==> src/rtl/core/udpfb_pkg.sv <==
// Shared types, constants and helpers for the UDP/IPv4 frame builder.
// No dependencies; imported by the front end, the back end and the top level.
package udpfb_pkg;

    // Frame layout
    localparam int HDR_BYTES = 42;
    localparam logic [5:0] HDR_LAST_IDX = 6'(HDR_BYTES - 1);

    // Field widths
    localparam int LEN_W      = 11;
    localparam int OFF_W      = 11;
    localparam int CFG_IDX_W  = 3;
    localparam int CFG_DATA_W = 48;

    // Request kinds on the input side
    localparam logic KIND_START   = 1'b0;
    localparam logic KIND_PAYLOAD = 1'b1;

    // Result status codes
    localparam logic [1:0] ST_WRITE       = 2'd0;
    localparam logic [1:0] ST_NOT_ENABLED = 2'd1;
    localparam logic [1:0] ST_TOO_LONG    = 2'd2;

    // Register indexes of the configuration port
    localparam logic [CFG_IDX_W-1:0] CFG_ENABLE    = 3'd0;
    localparam logic [CFG_IDX_W-1:0] CFG_SRC_MAC   = 3'd1;
    localparam logic [CFG_IDX_W-1:0] CFG_DST_MAC   = 3'd2;
    localparam logic [CFG_IDX_W-1:0] CFG_SRC_IP    = 3'd3;
    localparam logic [CFG_IDX_W-1:0] CFG_SRC_PORT  = 3'd4;

    // Protocol constants
    localparam logic [15:0] ETHERTYPE_IPV4 = 16'h0800;
    localparam logic [7:0]  IP_VER_IHL     = 8'h45;
    localparam logic [15:0] IP_FLAGS_DF    = 16'h4000;
    localparam logic [7:0]  IP_TTL         = 8'd64;
    localparam logic [7:0]  IP_PROTO_UDP   = 8'd17;
    localparam logic [15:0] CKSUM_ZERO_TX  = 16'hFFFF;
    localparam logic [31:0] IP_BROADCAST   = 32'hFFFF_FFFF;
    localparam logic [47:0] MAC_BROADCAST  = 48'hFFFF_FFFF_FFFF;
    // Fixed words of the IPv4 header sum: version/IHL, flags, TTL/protocol
    localparam logic [15:0] IP_SUM_FIXED   =
        {IP_VER_IHL, 8'h00} + IP_FLAGS_DF + {IP_TTL, IP_PROTO_UDP};

    // Queue entry operations
    typedef enum logic [2:0] {
        OP_WRITE,
        OP_WRITE_HDR,
        OP_HDR,
        OP_REJ_DIS,
        OP_REJ_LONG
    } t_op;

    // Configuration registers
    typedef struct packed {
        logic        enable;
        logic [47:0] src_mac;
        logic [47:0] dst_mac;
        logic [31:0] src_ip;
        logic [15:0] src_port;
    } t_cfg;

    // One queued job for the back end, with the header snapshot it may need
    typedef struct packed {
        t_op              op;
        logic [OFF_W-1:0] offset;
        logic [7:0]       value;
        logic [31:0]      dst_ip;
        logic [15:0]      dst_port;
        logic [LEN_W-1:0] len;
        logic [15:0]      psum;
    } t_entry;

    // One's-complement 16-bit add with end-around carry
    function automatic logic [15:0] oc_add(input logic [15:0] a, input logic [15:0] b);
        logic [16:0] s;
        s = {1'b0, a} + {1'b0, b};
        return s[15:0] + {15'd0, s[16]};
    endfunction

endpackage

==> src/rtl/core/udpfb_fifo.sv <==
// Small register queue between the front and back ends of the frame builder.
// Generic width and depth; no package dependencies.
module udpfb_fifo #(
    parameter int WIDTH = 8,
    parameter int DEPTH = 4
) (
    input  logic             i_clk,
    input  logic             i_rst_n,
    input  logic             i_push,
    input  logic [WIDTH-1:0] i_data,
    input  logic             i_pop,
    output logic [WIDTH-1:0] o_data,
    output logic             o_full,
    output logic             o_empty
);
    localparam int PW = (DEPTH > 1) ? $clog2(DEPTH) : 1;
    localparam int CW = $clog2(DEPTH + 1);

    logic [WIDTH-1:0] r_mem [DEPTH];
    logic [PW-1:0]    r_wr_ptr, r_rd_ptr;
    logic [CW-1:0]    r_count;
    logic             do_push, do_pop;

    assign o_full  = (r_count == CW'(DEPTH));
    assign o_empty = (r_count == '0);
    assign do_push = i_push && !o_full;
    assign do_pop  = i_pop && !o_empty;
    assign o_data  = r_mem[r_rd_ptr];

    // pointers and fill count
    always_ff @(posedge i_clk) begin
        if (!i_rst_n) begin
            r_wr_ptr <= '0;
            r_rd_ptr <= '0;
            r_count  <= '0;
        end else begin
            if (do_push) begin
                r_wr_ptr <= (r_wr_ptr == PW'(DEPTH - 1)) ? '0 : r_wr_ptr + 1'b1;
            end
            if (do_pop) begin
                r_rd_ptr <= (r_rd_ptr == PW'(DEPTH - 1)) ? '0 : r_rd_ptr + 1'b1;
            end
            if (do_push && !do_pop) begin
                r_count <= r_count + 1'b1;
            end else if (do_pop && !do_push) begin
                r_count <= r_count - 1'b1;
            end
        end
    end

    // storage
    always_ff @(posedge i_clk) begin
        if (do_push) begin
            r_mem[r_wr_ptr] <= i_data;
        end
    end

    a_count_bound: assert property (@(posedge i_clk) disable iff (!i_rst_n)
        r_count <= CW'(DEPTH))
        else $error("queue fill count beyond depth");

    a_no_overflow: assert property (@(posedge i_clk) disable iff (!i_rst_n)
        i_push |-> !o_full)
        else $error("push into full queue");

    a_count_step: assert property (@(posedge i_clk) disable iff (!i_rst_n)
        (do_push && !do_pop) |=> r_count == $past(r_count) + 1'b1)
        else $error("fill count missed a push");

endmodule

==> src/rtl/core/udpfb_front.sv <==
// Front end: accepts requests, tracks the open frame and the payload checksum,
// and queues at most one job per request. Depends on udpfb_pkg.
module udpfb_front
    import udpfb_pkg::*;
#(
    parameter int MAX_PAYLOAD_BYTES = 1472,
    parameter int FRAME_MAX_BYTES   = 1514
) (
    input  logic             i_clk,
    input  logic             i_rst_n,
    input  logic             i_accept,
    input  logic             i_kind,
    input  logic [31:0]      i_dest_ip,
    input  logic [15:0]      i_dest_port,
    input  logic [LEN_W-1:0] i_payload_length,
    input  logic [7:0]       i_payload_byte,
    input  logic             i_enable,
    output logic             o_push,
    output t_entry           o_entry
);
    logic             r_open, n_open;
    logic [31:0]      r_dip, n_dip;
    logic [15:0]      r_dport, n_dport;
    logic [LEN_W-1:0] r_len, n_len;
    logic [LEN_W-1:0] r_bytes, n_bytes;
    logic [15:0]      r_acc, n_acc;
    logic [7:0]       r_pend, n_pend;

    logic             too_long;
    logic [15:0]      fin_sum;

    // length checks against both limits
    assign too_long = ({1'b0, i_payload_length} > 12'(MAX_PAYLOAD_BYTES))
                   || (({1'b0, i_payload_length} + 12'(HDR_BYTES)) > 12'(FRAME_MAX_BYTES));

    // classify the request and update frame state
    always_comb begin
        n_open  = r_open;
        n_dip   = r_dip;
        n_dport = r_dport;
        n_len   = r_len;
        n_bytes = r_bytes;
        n_acc   = r_acc;
        n_pend  = r_pend;
        fin_sum = r_acc;
        o_push  = 1'b0;

        o_entry.op       = OP_WRITE;
        o_entry.offset   = OFF_W'(HDR_BYTES) + r_bytes;
        o_entry.value    = i_payload_byte;
        o_entry.dst_ip   = r_dip;
        o_entry.dst_port = r_dport;
        o_entry.len      = r_len;
        o_entry.psum     = r_acc;

        if (i_accept) begin
            if (i_kind == KIND_START) begin
                n_open = 1'b0;
                if (!i_enable) begin
                    o_push     = 1'b1;
                    o_entry.op = OP_REJ_DIS;
                end else if (too_long) begin
                    o_push     = 1'b1;
                    o_entry.op = OP_REJ_LONG;
                end else begin
                    n_dip   = i_dest_ip;
                    n_dport = i_dest_port;
                    n_len   = i_payload_length;
                    n_bytes = '0;
                    n_acc   = '0;
                    n_pend  = '0;
                    n_open  = (i_payload_length != '0);
                    // empty payload: header goes out at once
                    if (i_payload_length == '0) begin
                        o_push           = 1'b1;
                        o_entry.op       = OP_HDR;
                        o_entry.dst_ip   = i_dest_ip;
                        o_entry.dst_port = i_dest_port;
                        o_entry.len      = '0;
                        o_entry.psum     = '0;
                    end
                end
            end else if (r_open) begin
                o_push = 1'b1;
                if (!r_bytes[0]) begin
                    n_pend  = i_payload_byte;
                    fin_sum = oc_add(r_acc, {i_payload_byte, 8'h00});
                end else begin
                    n_acc   = oc_add(r_acc, {r_pend, i_payload_byte});
                    fin_sum = n_acc;
                end
                n_bytes = r_bytes + 1'b1;
                // last payload byte closes the frame
                if (n_bytes >= r_len) begin
                    o_entry.op   = OP_WRITE_HDR;
                    o_entry.psum = fin_sum;
                    n_open       = 1'b0;
                end
            end
        end
    end

    always_ff @(posedge i_clk) begin
        if (!i_rst_n) begin
            r_open <= 1'b0;
        end else begin
            r_open <= n_open;
        end
        r_dip   <= n_dip;
        r_dport <= n_dport;
        r_len   <= n_len;
        r_bytes <= n_bytes;
        r_acc   <= n_acc;
        r_pend  <= n_pend;
    end

    a_open_count: assert property (@(posedge i_clk) disable iff (!i_rst_n)
        r_open |-> (r_bytes < r_len))
        else $error("open frame has already received all its bytes");

    a_push_accept: assert property (@(posedge i_clk) disable iff (!i_rst_n)
        o_push |-> i_accept)
        else $error("job queued without an accepted request");

    a_hdr_closes: assert property (@(posedge i_clk) disable iff (!i_rst_n)
        (o_push && o_entry.op == OP_WRITE_HDR) |=> !r_open)
        else $error("frame still open after header job");

endmodule

==> src/rtl/core/udpfb_back.sv <==
// Back end: drains the job queue into the output register, and expands
// header jobs into 42 byte writes with both checksums. Depends on udpfb_pkg.
module udpfb_back
    import udpfb_pkg::*;
(
    input  logic             i_clk,
    input  logic             i_rst_n,
    input  t_cfg             i_cfg,
    input  logic             i_empty,
    input  t_entry           i_entry,
    output logic             o_pop,
    input  logic             i_m_tready,
    output logic             o_m_tvalid,
    output logic [1:0]       o_status,
    output logic [OFF_W-1:0] o_offset,
    output logic [7:0]       o_value,
    output logic [LEN_W-1:0] o_flen,
    output logic             o_done
);
    typedef enum logic {S_QUEUE, S_HEADER} t_state;

    t_state           r_state, n_state;
    logic [5:0]       r_idx, n_idx;
    logic [15:0]      r_ip_acc, n_ip_acc;
    logic [15:0]      r_udp_acc, n_udp_acc;
    logic [31:0]      r_dip, n_dip;
    logic [15:0]      r_dport, n_dport;
    logic [LEN_W-1:0] r_len, n_len;
    logic [15:0]      r_psum, n_psum;

    logic             r_valid, n_valid;
    logic [1:0]       r_status, n_status;
    logic [OFF_W-1:0] r_offset, n_offset;
    logic [7:0]       r_value, n_value;
    logic [LEN_W-1:0] r_flen, n_flen;
    logic             r_done, n_done;

    logic             adv, hdr_last;
    logic [15:0]      iplen, udplen, ip_ck, udp_ck;
    logic [15:0]      ip_term, udp_term;
    logic [47:0]      dmac;
    logic [HDR_BYTES*8-1:0] hdr;
    logic [5:0]       sel;
    logic [7:0]       hdr_byte;

    assign adv      = !r_valid || i_m_tready;
    assign hdr_last = (r_idx == HDR_LAST_IDX);

    // header fields from the snapshot and configuration
    assign iplen  = 16'd28 + 16'(r_len);
    assign udplen = 16'd8 + 16'(r_len);
    assign dmac   = (r_dip == IP_BROADCAST) ? MAC_BROADCAST : i_cfg.dst_mac;
    assign ip_ck  = ~r_ip_acc;
    assign udp_ck = (~r_udp_acc == 16'h0000) ? CKSUM_ZERO_TX : ~r_udp_acc;

    assign hdr = {dmac, i_cfg.src_mac, ETHERTYPE_IPV4,
                  IP_VER_IHL, 8'h00, iplen, 16'h0000, IP_FLAGS_DF,
                  IP_TTL, IP_PROTO_UDP, ip_ck, i_cfg.src_ip, r_dip,
                  i_cfg.src_port, r_dport, udplen, udp_ck};
    assign sel      = HDR_LAST_IDX - r_idx;
    assign hdr_byte = hdr[{sel, 3'b000} +: 8];

    // one checksum term per header byte; done well before the checksum bytes
    always_comb begin
        unique case (r_idx)
            6'd0:    begin ip_term = IP_SUM_FIXED;          udp_term = r_psum;              end
            6'd1:    begin ip_term = iplen;                 udp_term = i_cfg.src_ip[31:16]; end
            6'd2:    begin ip_term = i_cfg.src_ip[31:16];   udp_term = i_cfg.src_ip[15:0];  end
            6'd3:    begin ip_term = i_cfg.src_ip[15:0];    udp_term = r_dip[31:16];        end
            6'd4:    begin ip_term = r_dip[31:16];          udp_term = r_dip[15:0];         end
            6'd5:    begin ip_term = r_dip[15:0];           udp_term = 16'(IP_PROTO_UDP);   end
            6'd6:    begin ip_term = 16'h0000;              udp_term = udplen;              end
            6'd7:    begin ip_term = 16'h0000;              udp_term = i_cfg.src_port;      end
            6'd8:    begin ip_term = 16'h0000;              udp_term = r_dport;             end
            6'd9:    begin ip_term = 16'h0000;              udp_term = udplen;              end
            default: begin ip_term = 16'h0000;              udp_term = 16'h0000;            end
        endcase
    end

    // sequencing and output register
    always_comb begin
        n_state   = r_state;
        n_idx     = r_idx;
        n_ip_acc  = r_ip_acc;
        n_udp_acc = r_udp_acc;
        n_dip     = r_dip;
        n_dport   = r_dport;
        n_len     = r_len;
        n_psum    = r_psum;
        n_valid   = r_valid && !i_m_tready;
        n_status  = r_status;
        n_offset  = r_offset;
        n_value   = r_value;
        n_flen    = r_flen;
        n_done    = r_done;
        o_pop     = 1'b0;

        if (adv) begin
            n_valid = 1'b0;
            if (r_state == S_HEADER) begin
                n_valid   = 1'b1;
                n_status  = ST_WRITE;
                n_offset  = OFF_W'(r_idx);
                n_value   = hdr_byte;
                n_flen    = hdr_last ? (LEN_W'(HDR_BYTES) + r_len) : '0;
                n_done    = hdr_last;
                n_ip_acc  = oc_add(r_ip_acc, ip_term);
                n_udp_acc = oc_add(r_udp_acc, udp_term);
                n_idx     = r_idx + 1'b1;
                if (hdr_last) begin
                    n_state = S_QUEUE;
                end
            end else if (!i_empty) begin
                o_pop    = 1'b1;
                n_status = ST_WRITE;
                n_offset = i_entry.offset;
                n_value  = i_entry.value;
                n_flen   = '0;
                n_done   = 1'b0;
                unique case (i_entry.op)
                    OP_WRITE: begin
                        n_valid = 1'b1;
                    end
                    OP_WRITE_HDR, OP_HDR: begin
                        n_valid   = (i_entry.op == OP_WRITE_HDR);
                        n_state   = S_HEADER;
                        n_idx     = '0;
                        n_ip_acc  = '0;
                        n_udp_acc = '0;
                        n_dip     = i_entry.dst_ip;
                        n_dport   = i_entry.dst_port;
                        n_len     = i_entry.len;
                        n_psum    = i_entry.psum;
                    end
                    OP_REJ_DIS: begin
                        n_valid  = 1'b1;
                        n_status = ST_NOT_ENABLED;
                        n_offset = '0;
                        n_value  = '0;
                        n_done   = 1'b1;
                    end
                    OP_REJ_LONG: begin
                        n_valid  = 1'b1;
                        n_status = ST_TOO_LONG;
                        n_offset = '0;
                        n_value  = '0;
                        n_done   = 1'b1;
                    end
                    default: begin
                        n_valid = 1'b0;
                    end
                endcase
            end
        end
    end

    always_ff @(posedge i_clk) begin
        if (!i_rst_n) begin
            r_state <= S_QUEUE;
            r_valid <= 1'b0;
        end else begin
            r_state <= n_state;
            r_valid <= n_valid;
        end
        r_idx     <= n_idx;
        r_ip_acc  <= n_ip_acc;
        r_udp_acc <= n_udp_acc;
        r_dip     <= n_dip;
        r_dport   <= n_dport;
        r_len     <= n_len;
        r_psum    <= n_psum;
        r_status  <= n_status;
        r_offset  <= n_offset;
        r_value   <= n_value;
        r_flen    <= n_flen;
        r_done    <= n_done;
    end

    assign o_m_tvalid = r_valid;
    assign o_status   = r_status;
    assign o_offset   = r_offset;
    assign o_value    = r_value;
    assign o_flen     = r_flen;
    assign o_done     = r_done;

    a_idx_range: assert property (@(posedge i_clk) disable iff (!i_rst_n)
        (r_state == S_HEADER) |-> (r_idx <= HDR_LAST_IDX))
        else $error("header byte index out of range");

    a_done_last: assert property (@(posedge i_clk) disable iff (!i_rst_n)
        (r_valid && r_done && r_status == ST_WRITE) |-> (r_offset == OFF_W'(HDR_LAST_IDX)))
        else $error("frame done on a write other than the last header byte");

    a_hdr_from_pop: assert property (@(posedge i_clk) disable iff (!i_rst_n)
        $rose(r_state == S_HEADER) |-> $past(o_pop))
        else $error("header started without a queued job");

    a_no_pop_in_hdr: assert property (@(posedge i_clk) disable iff (!i_rst_n)
        (r_state == S_HEADER) |-> !o_pop)
        else $error("queue popped during header burst");

endmodule

==> src/rtl/core/udp_ipv4_frame_builder.sv <==
// Top level of the UDP/IPv4/Ethernet II frame builder: configuration
// registers, stream packing, front end, job queue and back end.
// Depends on udpfb_pkg, udpfb_front, udpfb_fifo and udpfb_back.
//
// Usage: configure enable, MACs, source IP and source port over the write
// port while idle. On the slave stream a request with tuser = 0 opens a frame
// (destination IP, port, payload length); tuser = 1 carries one payload byte.
// The master stream returns frame-buffer writes (offset, byte). Each payload
// byte gives one write at offset 42 + i; after the last byte (or straight
// after the start request for an empty payload) the 42 header bytes follow
// at offsets 0..41, the final one with tlast and the frame length. A rejected
// start gives a single result with the status in tuser and tlast set.
// A job from an accepted request is registered in the job queue and then in the
// output register. Throughput: one request per cycle while the queue is not
// full; a header burst occupies the back end, during which the front end
// keeps taking requests until the job queue of QUEUE_DEPTH entries fills.
// Reset clears the registers, the open frame and the queue. When the receiver
// stalls, the output register holds and the queue absorbs up to QUEUE_DEPTH
// jobs before s_axis_tready drops.
module udp_ipv4_frame_builder
    import udpfb_pkg::*;
#(
    parameter int MAX_PAYLOAD_BYTES = 1472,
    parameter int FRAME_MAX_BYTES   = 1514,
    parameter int QUEUE_DEPTH       = 4
) (
    input  logic                  i_clk,
    input  logic                  i_rst_n,
    // configuration write port
    input  logic                  i_cfg_wr_en,
    input  logic [CFG_IDX_W-1:0]  i_cfg_index,
    input  logic [CFG_DATA_W-1:0] i_cfg_data,
    // request stream
    input  logic                  s_axis_tvalid,
    output logic                  s_axis_tready,
    // dest_ip[31:0], dest_port[47:32], payload_length[58:48],
    // payload_byte[66:59], zero pad[71:67]
    input  logic [71:0]           s_axis_tdata,
    // kind[0]
    input  logic                  s_axis_tuser,
    // result stream
    output logic                  m_axis_tvalid,
    input  logic                  m_axis_tready,
    // write_offset[10:0], write_value[18:11], frame_length[29:19], zero[31:30]
    output logic [31:0]           m_axis_tdata,
    // status[1:0]
    output logic [1:0]            m_axis_tuser,
    // frame_done
    output logic                  m_axis_tlast
);
    localparam int EW = $bits(t_entry);

    t_cfg             r_cfg;
    logic             accept, push, pop, q_full, q_empty;
    t_entry           push_entry, pop_entry;
    logic [EW-1:0]    pop_data;
    logic [OFF_W-1:0] out_offset;
    logic [7:0]       out_value;
    logic [LEN_W-1:0] out_flen;

    // configuration registers
    always_ff @(posedge i_clk) begin
        if (!i_rst_n) begin
            r_cfg <= '0;
        end else if (i_cfg_wr_en) begin
            unique case (i_cfg_index)
                CFG_ENABLE:   r_cfg.enable   <= i_cfg_data[0];
                CFG_SRC_MAC:  r_cfg.src_mac  <= i_cfg_data;
                CFG_DST_MAC:  r_cfg.dst_mac  <= i_cfg_data;
                CFG_SRC_IP:   r_cfg.src_ip   <= i_cfg_data[31:0];
                CFG_SRC_PORT: r_cfg.src_port <= i_cfg_data[15:0];
                default:      r_cfg          <= r_cfg;
            endcase
        end
    end

    assign s_axis_tready = !q_full;
    assign accept        = s_axis_tvalid && s_axis_tready;

    udpfb_front #(
        .MAX_PAYLOAD_BYTES (MAX_PAYLOAD_BYTES),
        .FRAME_MAX_BYTES   (FRAME_MAX_BYTES)
    ) u_front (
        .i_clk            (i_clk),
        .i_rst_n          (i_rst_n),
        .i_accept         (accept),
        .i_kind           (s_axis_tuser),
        .i_dest_ip        (s_axis_tdata[31:0]),
        .i_dest_port      (s_axis_tdata[47:32]),
        .i_payload_length (s_axis_tdata[58:48]),
        .i_payload_byte   (s_axis_tdata[66:59]),
        .i_enable         (r_cfg.enable),
        .o_push           (push),
        .o_entry          (push_entry)
    );

    udpfb_fifo #(
        .WIDTH (EW),
        .DEPTH (QUEUE_DEPTH)
    ) u_queue (
        .i_clk   (i_clk),
        .i_rst_n (i_rst_n),
        .i_push  (push),
        .i_data  (push_entry),
        .i_pop   (pop),
        .o_data  (pop_data),
        .o_full  (q_full),
        .o_empty (q_empty)
    );

    assign pop_entry = t_entry'(pop_data);

    udpfb_back u_back (
        .i_clk      (i_clk),
        .i_rst_n    (i_rst_n),
        .i_cfg      (r_cfg),
        .i_empty    (q_empty),
        .i_entry    (pop_entry),
        .o_pop      (pop),
        .i_m_tready (m_axis_tready),
        .o_m_tvalid (m_axis_tvalid),
        .o_status   (m_axis_tuser),
        .o_offset   (out_offset),
        .o_value    (out_value),
        .o_flen     (out_flen),
        .o_done     (m_axis_tlast)
    );

    assign m_axis_tdata = {2'b00, out_flen, out_value, out_offset};

endmodule
==> config.mk <==
export PLATFORM = sky130hd
export DESIGN_NAME = udp_ipv4_frame_builder
export DESIGN_NICKNAME = d
export VERILOG_FILES = /design/src/rtl/core/udpfb_pkg.sv /design/src/rtl/core/udpfb_fifo.sv /design/src/rtl/core/udpfb_front.sv /design/src/rtl/core/udpfb_back.sv /design/src/rtl/core/udp_ipv4_frame_builder.sv
export SDC_FILE = /design/constraint.sdc
export NUM_CORES = 1
export LEC_CHECK = 0
export ABC_AREA = 1
export ABC_CLOCK_PERIOD_IN_PS = 12700
export BUFFER_PORTS_ARGS = -buffer_cell sky130_fd_sc_hd__buf_2
export CORE_MARGIN = 8
export CORE_UTILIZATION = 40
export DETAILED_ROUTE_END_ITERATION = 10
export HOLD_SLACK_MARGIN = 0.12
export PLACE_DENSITY = 0.52
export SLEW_MARGIN = 20
export SYNTH_ARGS = -nofsm -noshare
export SYNTH_HDL_FRONTEND = slang
export SYNTH_HIERARCHICAL = 1
export SYNTH_SLANG_ARGS = --single-unit
==> constraint.sdc <==
create_clock -name i_clk -period 12.7 [get_ports i_clk]
set_input_delay 2.54 -clock i_clk [delete_from_list [all_inputs] [get_ports i_clk]]
set_output_delay 2.54 -clock i_clk [all_outputs]
set_load 0.02 [all_outputs]
==> flow_summary.toml <==
[yosys]
complex_gate_fraction_of_the_synthesized_area = 0.1228
yosys.cell_types.count = 61
synth_area_sq_um = 42090
number_of_enable_flip_flop_cells_after_synthesis = 628
asyncSetResetFlopFracSynth = 0
share_of_the_yosys_chip_area_belonging_to_registers = 0.5227
syn_inst = 4956
post-synth-top-count-cell = "sky130_fd_sc_hd__nand2_1"
ys_top_cells_by_area = "sky130_fd_sc_hd__edfxtp_1, sky130_fd_sc_hd__nand2_1, sky130_fd_sc_hd__dfxtp_1, sky130_fd_sc_hd__nor2_1, sky130_fd_sc_hd__o21ai_0"
synth_simple_gate_area_share = 0.2322
yosys_most_used_dff = "sky130_fd_sc_hd__edfxtp_1"
combinational_family_with_the_most_area_after_synthesis = "simple AND/OR/NAND/NOR gates"
cell_type_with_the_largest_total_area_after_synthesis = "sky130_fd_sc_hd__edfxtp_1"
postSynthRegisterBits = 785
synth.avg_cell_area_sq_um = 8.493
synth.top_cells.by_count = "sky130_fd_sc_hd__nand2_1, sky130_fd_sc_hd__nor2_1, sky130_fd_sc_hd__edfxtp_1, sky130_fd_sc_hd__inv_1, sky130_fd_sc_hd__o21ai_0"
post_synthesis_share_of_cell_area_spent_on_xor_and_xnor_gates = 0.01195
synth.mux.area_fraction = 0.003092
synth_fa_ha_area_frac = 0.03151
yosys_warnings = 6
synth_largest_type_area_fraction = 0.4480

[sta]
timing_worst_slew_pin_value_ns = 1.062
hold-worst-slack_ns = 0.4738
worst_slew_margin_relative_to_its_limit = 0.2918
timing.setup.tns_ns = 0
fmax_ghz = 0.1554
report.final.slew_viol_count = 0
period_needed_ns = 6.435
timing.clock.skew_ns = 0.01679
report.final.setup_viol = 0
hold_violations = 0
rsz_0062_raised_after_global_routing = "no"
crit_share_post_route = 0.5067

[clock_tree]
cts_made_buffers = 88
total_number_of_clock_tree_sinks = 785
cts_hold_buffers = 0
tritoncts = "done"
cts_resized = 0
post_cts_buffers = 0
cts-htree-levels = 3
clk_root_buffer_cell = "sky130_fd_sc_hd__clkbuf_16"
cts.path.max_buffers = 3
clk_pin_slew_ns = 0.06
insertion_delay_ns = 0.67

[pwr]
p_per_area_nw_per_um2 = 212.1
irDropWorstVdd_mv = 0.1619
total_leakage_power_nw = 18.95

[layout]
final_cells = 6468
layout-drive-gt1-share = 0.09555
final_net_count = 5233
stdcell_area_sq_um = 46890
area_growth_pct = 11.41

[routing]
postRouteAntennaNets = 0
post-route-drc-count = 0
detail_route.first_pass.iterations = 6
detailedRoute.firstIterationViolations = 3125
wl_per_cell_microns = 20.08
route.detailed.vias_per_inst = 5.270
route.final.wire_length_microns = 129900
route.vias.total = 34090

[setup_path]
cp.required_ns = 13.00
rr_endpoint = "u_back/r_udp_acc[8]"
timing.reg2reg.setup_slack_ns = 6.48
ff2ff_path_depth = 27
worst_setup_path_start_kind = "input port"
regToRegStartpoint = "u_back/r_idx[1]"
worstPathArrival_ns = 6.73
worst-path-max-fanout = 44
worst-setup-path-type = "input port to register"
timing.critical_path.to_type = "register"

[run]
cap_violations = 0

[hold_path]
hp-start = "r_cfg[63]"
timing.hold.worst_path_depth = 2
worstHoldPathType = "register to register"
hold-path-endpoint = "r_cfg[63]"

[global_routing]
grt_first_pass_wirelength_microns = 196200
antenna_found_initial = 3
gr-usage-all-layers = 0.2162
global_route.overflow_total = 0
grt_max_degree = 114
grt_pass1_vias = 31430

[floorplanning]
initial_core_util = 0.4015
core_area_sq_um = 104800
die_outline_area_sq_um = 115900
die_h_microns = 340.4
io-pin-count = 166
floorplan.die.width_microns = 340.4
fp-row-count = 119

[place]
portBuffers = 158
dp_cells = 6299
place_area_sq_um = 43800
hpwlAfterDp_microns = 89530
routabilityCongestion = 0.9548

[status]
run_status = "complete, no violations"
==> stage by stage <==
stage / worst slack, ns / power [mW] / utilization
finish: 6.265 / 9.944 / 0.4473
floorplan: 2.324 / 6.047 / -
global placement: 5.553 / 7.330 / 0.4179
global route: 5.995 / 10.51 / 0.4473
CTS: 6.243 / 10.00 / 0.4465
detailed placement: 5.515 / 7.341 / 0.4179
==> worst max-delay path by stage <==
stage,from,endpoint,slack [ns],depth (start not counted)
final,s_axis_tdata[49],u_queue/r_mem[0][43],6.27,14
after global routing,s_axis_tdata[49],u_queue/r_mem[0][74],5.99,19
after CTS,s_axis_tdata[57],u_queue/r_mem[0][27],6.24,14
after detailed placement,s_axis_tdata[57],u_queue/r_mem[0][43],5.52,14
after global placement,s_axis_tdata[57],u_queue/r_mem[0][43],5.55,14
after floorplan,m_axis_tready,u_back/r_dip[0],2.32,2
==> cell families (layout without fill, tap and decap cells) <==
group                      after synthesis  after routing
and+or+nand+nor                       2336           2336
adders and majority gates              103            103
muxes                                   13             13
buffers and inverters                  754            873
AOI/OAI and AO/OA                      913            913
other                                    1              3
DFF                                    785            785
xor gates and xnor gates                51             51
==> power by group <==
part	total (mW)	internal, mW	leakage (nW)	switching [mW]
clock network	2.63	1.54	1.46	1.08
logic	3.66	1.00	10.4	2.65
registers	3.66	3.33	7.06	0.331
==> cells in the final DEF, fill, tap and decap left out, drive strengths merged, types with 26 or more instances in the layout <==
| cell | n |
|---|---|
| a21oi | 161 |
| a221oi | 29 |
| a22oi | 26 |
| buf | 211 |
| clkbuf | 115 |
| clkinv | 33 |
| dfxtp | 157 |
| edfxtp | 628 |
| ha | 98 |
| inv | 500 |
| nand2 | 1150 |
| nand3 | 292 |
| nand4 | 78 |
| nor2 | 767 |
| o21ai | 489 |
| o22ai | 123 |
| xor2 | 41 |
==> final cells by class <==
class	instances	area (sq um)
fill	10470	57930
sequential	785	22010
multi-input combinational	3418	17010
clock buffer	115	2385
inverter	497	1874
tap	1391	1740
timing repair buffer	211	1251
clock inverter	50	619.3
antenna	1	2.502
==> worst max-delay path: stages <==
cell and delay [ns]:
sky130_fd_sc_hd__buf_2 0.12, sky130_fd_sc_hd__inv_2 0.09, sky130_fd_sc_hd__nand2_1 0.06, sky130_fd_sc_hd__nor4_1 0.22, sky130_fd_sc_hd__nand2_1 0.32, sky130_fd_sc_hd__clkinv_2 0.53
sky130_fd_sc_hd__nor2_1 0.08, sky130_fd_sc_hd__nand3_1 0.13, sky130_fd_sc_hd__nand3_1 0.17, sky130_fd_sc_hd__inv_1 0.16, sky130_fd_sc_hd__nand2_1 0.29, sky130_fd_sc_hd__nor2_4 0.58
sky130_fd_sc_hd__buf_4 0.63, sky130_fd_sc_hd__buf_4 0.70
==> registers in the layout, summed over array words and instances, names as in the netlist, 2 cells and up, named ones only <==
register	count
u_back/o_flen	11
u_back/o_offset	11
u_back/r_dport	16
u_front/r_dport	16
u_back/o_value	8
u_back/r_ip_acc	16
u_queue/r_wr_ptr	2
u_front/r_pend	8
u_back/r_udp_acc	16
u_back/r_idx	6
u_back/r_dip	32
u_front/r_dip	32
u_queue/r_mem	388
u_back/r_psum	16
u_front/r_len	11
u_queue/r_count	3
u_front/r_bytes	11
u_back/r_len	11
u_front/r_acc	16
u_back/o_status	2
u_queue/r_rd_ptr	2
r_cfg	145
==> per-layer routing <==
metal,vias to the layer above,share of wire,track usage,wire length [microns]
met5,-,0.00018,0,23
met1,16070,0.46,0.3072,59950
li1,16830,-,-,-
met4,4,0.031,0.06441,4003
met3,212,0.057,0.03281,7442
met2,973,0.45,0.3407,58450
Note: power is estimated with default switching activity, not from simulation.
